File: src/rtl/core/vc_pkg.sv
// Shared types and constants for the varint codec.
// Holds opcode, result kind, controller state and the command/status structs.
// No dependencies.
package vc_pkg;

  localparam int GROUP_BITS = 7;
  localparam int VALUE_W    = 64;
  localparam int BYTE_W     = 8;
  localparam int CNT_W      = 4;
  localparam int SHIFT_W    = 7;

  localparam logic [BYTE_W-1:0] DATA_MASK  = 8'h7F;
  localparam logic [BYTE_W-1:0] CONT_BIT   = 8'h80;
  localparam logic [CNT_W-1:0]  LIMIT_INT  = 4'd5;
  localparam logic [CNT_W-1:0]  LIMIT_LONG = 4'd10;

  typedef enum logic {
    OP_DECODE = 1'b0,
    OP_ENCODE = 1'b1
  } opcode_t;

  typedef enum logic [1:0] {
    KIND_BYTE  = 2'd0,
    KIND_VALUE = 2'd1,
    KIND_ERROR = 2'd2
  } kind_t;

  typedef enum logic {
    ST_IDLE = 1'b0,
    ST_ENC  = 1'b1
  } state_t;

  // Controller to datapath
  typedef struct packed {
    logic dec_step;   // take the input byte into the decoder
    logic enc_load;   // latch the input value into the encoder
    logic enc_shift;  // emit one encoded byte and advance
  } cmd_t;

  // Datapath to controller
  typedef struct packed {
    logic dec_done;   // current input byte completes a value or an error
    logic enc_last;   // the encoder holds its final group
  } sts_t;

endpackage

File: src/rtl/core/vc_dp.sv
// Datapath of the varint codec: decode accumulator, encode shift register
// and the output payload register. Depends on vc_pkg.
module vc_dp
  import vc_pkg::*;
(
  input  logic                    clk,
  input  logic                    rst,
  input  cmd_t                    cmd,
  input  logic [1:0]              s_tuser,
  input  logic [BYTE_W+VALUE_W-1:0] s_tdata,
  output sts_t                    sts,
  output logic [BYTE_W+VALUE_W-1:0] m_tdata,
  output logic [1:0]              m_tuser,
  output logic                    m_tlast
);

  logic [VALUE_W-1:0] acc, acc_next;
  logic [CNT_W-1:0]   cnt, cnt_next;
  logic [VALUE_W-1:0] enc_val;

  logic [BYTE_W-1:0]  out_byte;
  logic [VALUE_W-1:0] out_value;
  kind_t              out_kind;
  logic               out_last;

  logic               is_long;
  logic [BYTE_W-1:0]  in_byte;
  logic [VALUE_W-1:0] in_value;
  logic [CNT_W-1:0]   limit;
  logic [CNT_W-1:0]   cnt_inc;
  logic [SHIFT_W-1:0] sh;
  logic [VALUE_W-1:0] acc_merged;
  logic [VALUE_W-1:0] dec_value;
  logic               cont;
  logic               enc_more;
  logic [BYTE_W-1:0]  enc_byte;

  assign is_long  = s_tuser[1];
  assign in_byte  = s_tdata[BYTE_W-1:0];
  assign in_value = s_tdata[BYTE_W+VALUE_W-1:BYTE_W];

  // Decode: place the 7 data bits at 7*count; groups past bit 63 fall off
  assign limit      = is_long ? LIMIT_LONG : LIMIT_INT;
  assign cnt_inc    = cnt + CNT_W'(1);
  assign sh         = SHIFT_W'(cnt) * SHIFT_W'(GROUP_BITS);
  assign acc_merged = acc | (VALUE_W'(in_byte & DATA_MASK) << sh);
  assign dec_value  = is_long ? acc_merged : {32'd0, acc_merged[31:0]};
  assign cont       = (in_byte & CONT_BIT) != '0;

  assign sts.dec_done = !cont || (cnt_inc >= limit);

  always_comb begin
    acc_next = acc;
    cnt_next = cnt;
    if (cmd.dec_step) begin
      if (sts.dec_done) begin
        acc_next = '0;
        cnt_next = '0;
      end else begin
        acc_next = acc_merged;
        cnt_next = cnt_inc;
      end
    end
  end

  always_ff @(posedge clk) begin
    if (rst) begin
      acc <= '0;
      cnt <= '0;
    end else begin
      acc <= acc_next;
      cnt <= cnt_next;
    end
  end

  // Encode: low group out first, continuation set while upper bits remain
  assign enc_more     = enc_val[VALUE_W-1:GROUP_BITS] != '0;
  assign enc_byte     = {enc_more, enc_val[GROUP_BITS-1:0]};
  assign sts.enc_last = !enc_more;

  always_ff @(posedge clk) begin
    if (cmd.enc_load) begin
      enc_val <= is_long ? in_value : {32'd0, in_value[31:0]};
    end else if (cmd.enc_shift) begin
      enc_val <= enc_val >> GROUP_BITS;
    end
  end

  // Output payload
  always_ff @(posedge clk) begin
    if (cmd.enc_shift) begin
      out_byte  <= enc_byte;
      out_value <= '0;
      out_kind  <= KIND_BYTE;
      out_last  <= !enc_more;
    end else if (cmd.dec_step && sts.dec_done) begin
      out_byte  <= '0;
      out_value <= cont ? '0 : dec_value;
      out_kind  <= cont ? KIND_ERROR : KIND_VALUE;
      out_last  <= 1'b1;
    end
  end

  assign m_tdata = {out_value, out_byte};
  assign m_tuser = 2'(out_kind);
  assign m_tlast = out_last;

endmodule

File: src/rtl/core/vc_ctrl.sv
// Controller of the varint codec: input handshake, encode sequencing and
// output valid. Depends on vc_pkg.
module vc_ctrl
  import vc_pkg::*;
(
  input  logic clk,
  input  logic rst,
  input  logic s_tvalid,
  input  logic opcode,
  input  logic m_tready,
  input  sts_t sts,
  output logic s_tready,
  output logic m_tvalid,
  output cmd_t cmd
);

  state_t state, state_next;
  logic   out_valid, out_valid_next;
  logic   out_free;
  logic   accept;

  assign out_free = !out_valid || m_tready;
  assign accept   = s_tvalid && s_tready;
  assign m_tvalid = out_valid;

  always_ff @(posedge clk) begin
    if (rst) begin
      state     <= ST_IDLE;
      out_valid <= 1'b0;
    end else begin
      state     <= state_next;
      out_valid <= out_valid_next;
    end
  end

  always_comb begin
    state_next     = state;
    out_valid_next = out_valid && !m_tready;
    cmd            = '0;
    s_tready       = 1'b0;
    unique case (state)
      ST_IDLE: begin
        s_tready = out_free;
        if (accept) begin
          if (opcode_t'(opcode) == OP_DECODE) begin
            cmd.dec_step = 1'b1;
            if (sts.dec_done) begin
              out_valid_next = 1'b1;
            end
          end else begin
            cmd.enc_load = 1'b1;
            state_next   = ST_ENC;
          end
        end
      end
      ST_ENC: begin
        if (out_free) begin
          cmd.enc_shift  = 1'b1;
          out_valid_next = 1'b1;
          if (sts.enc_last) begin
            state_next = ST_IDLE;
          end
        end
      end
      default: begin
        state_next = ST_IDLE;
      end
    endcase
  end

endmodule

File: src/rtl/core/varint_codec.sv
// Top level of the unsigned LEB128 varint/varlong codec.
// Instantiates vc_ctrl and vc_dp; depends on vc_pkg.
//
// Decoding takes one received byte per transfer and completes a value when a
// byte arrives with its continuation bit clear; a 5th byte (32-bit mode) or
// 10th byte (64-bit mode) that still continues yields one error result and
// clears the decoder. A new decode byte can be taken every cycle as long as
// the output register is free or being drained. Encoding takes a whole value
// and emits 1 to 10 bytes, the last one flagged by tlast; it first loads the
// encode shift register, then emits one byte per cycle through the single
// output register while the output does not stall. The decoder state is kept
// across encodes, so encodes may be interleaved with a partial decode.
module varint_codec
  import vc_pkg::*;
(
  input  logic                      clk,
  input  logic                      rst,
  input  logic                      s_tvalid,
  output logic                      s_tready,
  input  logic [BYTE_W+VALUE_W-1:0] s_tdata,   // in_byte[7:0], in_value[71:8]
  input  logic [1:0]                s_tuser,   // opcode[0], is_long[1]
  output logic                      m_tvalid,
  input  logic                      m_tready,
  output logic [BYTE_W+VALUE_W-1:0] m_tdata,   // out_byte[7:0], out_value[71:8]
  output logic [1:0]                m_tuser,   // kind[1:0]
  output logic                      m_tlast
);

  cmd_t cmd;
  sts_t sts;

  // Sequencing: handshakes, encode byte loop, output valid
  vc_ctrl u_ctrl (
    .clk      (clk),
    .rst      (rst),
    .s_tvalid (s_tvalid),
    .opcode   (s_tuser[0]),
    .m_tready (m_tready),
    .sts      (sts),
    .s_tready (s_tready),
    .m_tvalid (m_tvalid),
    .cmd      (cmd)
  );

  // Accumulator, encode shift register and output payload
  vc_dp u_dp (
    .clk     (clk),
    .rst     (rst),
    .cmd     (cmd),
    .s_tuser (s_tuser),
    .s_tdata (s_tdata),
    .sts     (sts),
    .m_tdata (m_tdata),
    .m_tuser (m_tuser),
    .m_tlast (m_tlast)
  );

`ifndef SYNTHESIS
  // Hold off new input while an encode is running
  a_enc_blocks_input: assert property (@(posedge clk) disable iff (rst)
    cmd.enc_load |=> !s_tready)
    else $error("input accepted while encoding");

  // Decode and error results are single, final and carry no byte
  a_dec_result_form: assert property (@(posedge clk) disable iff (rst)
    (m_tvalid && (m_tuser == 2'(KIND_VALUE) || m_tuser == 2'(KIND_ERROR)))
      |-> (m_tlast && m_tdata[BYTE_W-1:0] == '0))
    else $error("malformed decode result");

  // A completing decode byte shows up at the output in the next cycle
  a_dec_emits: assert property (@(posedge clk) disable iff (rst)
    (s_tvalid && s_tready && s_tuser[0] == 1'(OP_DECODE) && sts.dec_done)
      |=> (m_tvalid && m_tuser != 2'(KIND_BYTE)))
    else $error("decode result lost");
`endif

endmodule
File: config.mk
export PLATFORM = sky130hd
export DESIGN_NAME = varint_codec
export DESIGN_NICKNAME = d
export VERILOG_FILES = /design/src/rtl/core/vc_pkg.sv /design/src/rtl/core/vc_dp.sv /design/src/rtl/core/vc_ctrl.sv /design/src/rtl/core/varint_codec.sv
export SDC_FILE = /design/constraint.sdc
export NUM_CORES = 1
export LEC_CHECK = 0
export BUFFER_PORTS_ARGS = -buffer_cell sky130_fd_sc_hd__buf_4
export CORE_ASPECT_RATIO = 0.75
export CORE_MARGIN = 1
export CORE_UTILIZATION = 42
export DETAILED_ROUTE_END_ITERATION = 6
export GPL_TIMING_DRIVEN = 0
export PLACE_DENSITY_LB_ADDON = 0.12
export SLEW_MARGIN = 20
export SYNTH_ARGS = -nofsm -noshare
export SYNTH_HDL_FRONTEND = slang
export SYNTH_HIERARCHICAL = 1
export SYNTH_SLANG_ARGS = --single-unit
File: constraint.sdc
create_clock -name clk -period 10.6 [get_ports clk]
set_clock_uncertainty 0.15 [all_clocks]
set_input_delay 3.18 -clock clk [delete_from_list [all_inputs] [get_ports clk]]
set_output_delay 3.18 -clock clk [all_outputs]
set_load 0.03 [all_outputs]
==> flow_summary.ini <==
[die]
floorplan.initialDensity_pct = 43.7
rows = 43
die_area_sq_mm = 0.0201
pin_count = 155
core-area_sq_mm = 0.0188
dieWidth_um = 163
dieHeight_um = 123

[synthesis]
ys.flop_type = sky130_fd_sc_hd__dfxtp_1
synth_seq_area_share_pct = 59.9
postSynth.asyncResetShare_pct = 0
synth.ff_latch_count = 209
yosys_warnings = 6
post_synth_inst_count = 747
netlist-cell-type-count = 45
synth_area_sq_mm = 0.00820
synth_enable_flop_cells = 73
mappedNetlistNets = 830
per_instance_average_area_after_synthesis_sq_um = 11.0

[critical_path]
crit_chain = buf_4 -> nand2b_4 -> nor2b_4 -> buf_4
arrival_ns = 3.74
timing.reg2reg.worst_path_depth = 9
cp.required_ns = 7.27
critical_path.reg2reg.startpoint = u_dp/cnt[2]
cp_slowest_cell = sky130_fd_sc_hd__buf_4
critical_path.n_buffers_inverters = 2
rrSetupSlack_ns = 7.19
worstReg2RegEnd = u_dp/acc[8]
end_kind = output port
start_kind = input port
cp_slowest_stage_delay_ns = 0.17
critical_path.most_common_cell = sky130_fd_sc_hd__buf_4
crit_fanout = 4
critPathKind = in2out
critical-path-top-delay-family = buffers and inverters

[worst_hold_path]
hp-start = u_dp/out_value[30]
hold_end = u_dp/out_value[30]
min_delay_path_depth = 1
class_of_the_tightest_hold_or_removal_check = reg2reg

[clock_tree]
number_of_buffers_created_by_cts = 21
clk_pin_slew_worst_paths_ns = 0.06
ctsLongestPathBuffers = 3
post_cts.resized_instances = 0
clock-sinks = 209
cts_htree_levels = 1
clock_insertion_delay_worst_skew_ns = 0.50
cts.repair_timing.setup_buffer_count = 0
tritoncts = done
root_buffer = sky130_fd_sc_hd__clkbuf_16
cts_hold_buffers = 0

[drt]
first_iter_violations = 536
highest_layer = met4
met3RoutedLength_um = 1650
route.final.wire_length_um = 21700
met1_length_um = 10900
drtAntennaViolNets = 0
dr_total_vias = 6367
drt-pass1-iter-count = 5
vias_per_cell = 5.37
drt-wirelength-per-cell_um = 18.3
drc = 0
wl_met2_um = 8930

[final_layout]
area.growth.synth_to_final_pct = 26.8
post-route-cell-area_sq_mm = 0.0104
final_nets = 1007
n_antenna_cell = 0
layout-drive-gt1-share_pct = 26.7

[sta]
setup_tns_ns = 0
post-route-worst-setup-slack_ns = 3.53
fin_crit_sh_pct = 66.7
timing.final.crit_period_ns = 7.07
timing.hold.ws_ns = 0.315
fmaxAchievable_mhz = 141
finalSetupViolations = 0
worst_slew_pin_slew_ns = 1.10
hold_viol = 0
slew_viol_final = 0
worst_slew_margin_relative_to_its_limit_pct = 26.3
rsz0062_at_grt = no

[placed_design]
pre_cts_ws_ns = 3.53
hpwl_um = 15500
number_of_port_buffers = 153
globalplace.congestion = 0.804
post_dp_cell_area_sq_mm = 0.00968

[power_and_ir_drop]
power.density_mw_per_mm2 = 177
p_total_mw = 1.84
worst_ir_drop_on_vdd_mv = 0.0858
power_leakage_nw = 3.90

[global_route]
via_count_of_the_first_global_routing_pass = 6055
global_route.usage.total_pct = 22.0
grt_antenna_before_repair = 0
global_route_wire_length_before_repair_um = 34000
global_route_congestion_overflow_total = 0
largest_net_degree_at_the_start_of_global_routing = 45

[run_status]
run_status = complete, no violations

[job]
max_cap_violations = 0
-- synthesized netlist by cell type, drive strengths merged (3+ instances only) --
| cell | number | area share (%) |
|---|---|---|
| dfxtp | 136 | 33 |
| a21oi | 127 | 7.7 |
| edfxtp | 73 | 27 |
| nor3 | 71 | 4.3 |
| o2bb2ai | 64 | 7.6 |
| clkbuf | 46 | 2.1 |
| mux2 | 32 | 4.4 |
| inv | 30 | 1.4 |
| nand2 | 26 | 1.2 |
| o21ai | 26 | 1.6 |
| buf | 19 | 1.3 |
| and2 | 17 | 1.3 |
| nor4 | 14 | 1.1 |
| and3 | 8 | 0.61 |
| nor3b | 7 | 0.64 |
| a31oi | 6 | 0.46 |
| ha | 5 | 0.76 |
| nand3 | 5 | 0.31 |
| nor2 | 5 | 0.23 |
| nand4 | 4 | 0.31 |
| nor2b | 3 | 0.32 |
| xor2 | 3 | 0.32 |
-- worst register-to-register path: cells and delay by family (launching register included) --
family | cells | cell delay (ns)
simple gates | 2 | 0.24
compound gates | 2 | 0.79
buf+inv | 3 | 1.20
flops | 1 | 0.38
fa+ha+maj | 1 | 0.33
xor+xnor | 1 | 0.19
-- metal layers --
metal | global-route usage [%] | vias up
li1 | - | 3099
met1 | 34.2 | 3037
met2 | 31.2 | 204
met3 | 4.53 | 27
met4 | 4.50 | 0
met5 | 0 | -
-- cells in the final DEF, fill, tap and decap left out, types with 2 or more instances in the layout --
| master | Yosys | routed |
|---|---|---|
| sky130_fd_sc_hd__and2_0 | 4 | 4 |
| sky130_fd_sc_hd__nand4_1 | 4 | 4 |
| sky130_fd_sc_hd__edfxtp_1 | 73 | 73 |
| sky130_fd_sc_hd__o2bb2ai_1 | 54 | 54 |
| sky130_fd_sc_hd__xnor2_1 | 2 | 2 |
| sky130_fd_sc_hd__a31oi_1 | 6 | 6 |
| sky130_fd_sc_hd__xor2_1 | 3 | 3 |
| sky130_fd_sc_hd__buf_4 | 0 | 153 |
| sky130_fd_sc_hd__mux2_2 | 32 | 32 |
| sky130_fd_sc_hd__and3_1 | 8 | 8 |
| sky130_fd_sc_hd__dfxtp_1 | 136 | 136 |
| sky130_fd_sc_hd__nor4bb_1 | 2 | 2 |
| sky130_fd_sc_hd__o2bb2ai_2 | 10 | 10 |
| sky130_fd_sc_hd__nand2_1 | 26 | 26 |
| sky130_fd_sc_hd__buf_1 | 6 | 6 |
| sky130_fd_sc_hd__ha_1 | 5 | 5 |
| sky130_fd_sc_hd__clkbuf_1 | 46 | 48 |
| sky130_fd_sc_hd__clkbuf_16 | 0 | 23 |
| sky130_fd_sc_hd__and3b_1 | 2 | 2 |
| sky130_fd_sc_hd__nor3_1 | 71 | 71 |
| sky130_fd_sc_hd__clkbuf_8 | 0 | 5 |
| sky130_fd_sc_hd__clkinv_2 | 0 | 4 |
| sky130_fd_sc_hd__inv_1 | 29 | 29 |
| sky130_fd_sc_hd__nor2_1 | 5 | 5 |
| sky130_fd_sc_hd__buf_6 | 3 | 3 |
| sky130_fd_sc_hd__nand3_1 | 5 | 5 |
| sky130_fd_sc_hd__and2_1 | 12 | 12 |
| sky130_fd_sc_hd__o21ai_0 | 26 | 26 |
| sky130_fd_sc_hd__nor3b_1 | 7 | 7 |
| sky130_fd_sc_hd__nor2b_1 | 2 | 2 |
| sky130_fd_sc_hd__buf_2 | 10 | 10 |
| sky130_fd_sc_hd__nor4b_1 | 2 | 2 |
| sky130_fd_sc_hd__a21oi_1 | 127 | 127 |
| sky130_fd_sc_hd__nor4_1 | 14 | 14 |
-- where the power goes --
part           total, mW  switching (mW)  internal (mW)
Combinational      0.186           0.114         0.0719
Sequential         0.897          0.0204          0.877
Clock              0.761           0.308          0.453
-- flip-flops by register name (all words and copies together) (netlist names), 2 cells and up --
register,flops
u_dp/cnt,4
u_dp/out_value,64
u_dp/acc,64
u_dp/m_tuser,2
u_dp/out_byte,8
u_dp/enc_val,64
-- metrics by stage --
stage	instances	util, %
CTS	1185	55.4
floorplan	747	-
global placement	1147	51.4
global route	1185	55.4
finish	1185	55.4
detailed placement	1148	51.6
-- worst max path at each step --
stage,from,to,slack [ns],depth (start not counted)
after floorplan,m_tready,s_tready,3.72,2
after CTS,m_tready,s_tready,3.53,4
after global routing,m_tready,s_tready,3.50,4
after detailed placement,m_tready,s_tready,3.53,4
after global placement,m_tready,s_tready,3.53,4
final,m_tready,s_tready,3.53,4
-- cells by family (layout without fill, tap and decap cells) --
group,after synthesis,in the layout,synth area share [%]
simple gates,172,172,11.5
compound gates,228,228,18.0
xor+xnor,5,5,0.534
flops,209,209,59.9
buf+inv,95,286,4.77
mux,33,33,4.52
fa+ha+maj,5,5,0.763
-- layout make-up --
cell class,count,area [sq um]
buffer,65,279
clock buffer,30,652
clock inverter,7,65.1
fill,1682,8380
inverter,30,113
multi-input combinational,443,2900
sequential,209,4910
tap,247,309
timing repair buffer,154,1170
Power figures use the tool's default switching activity.
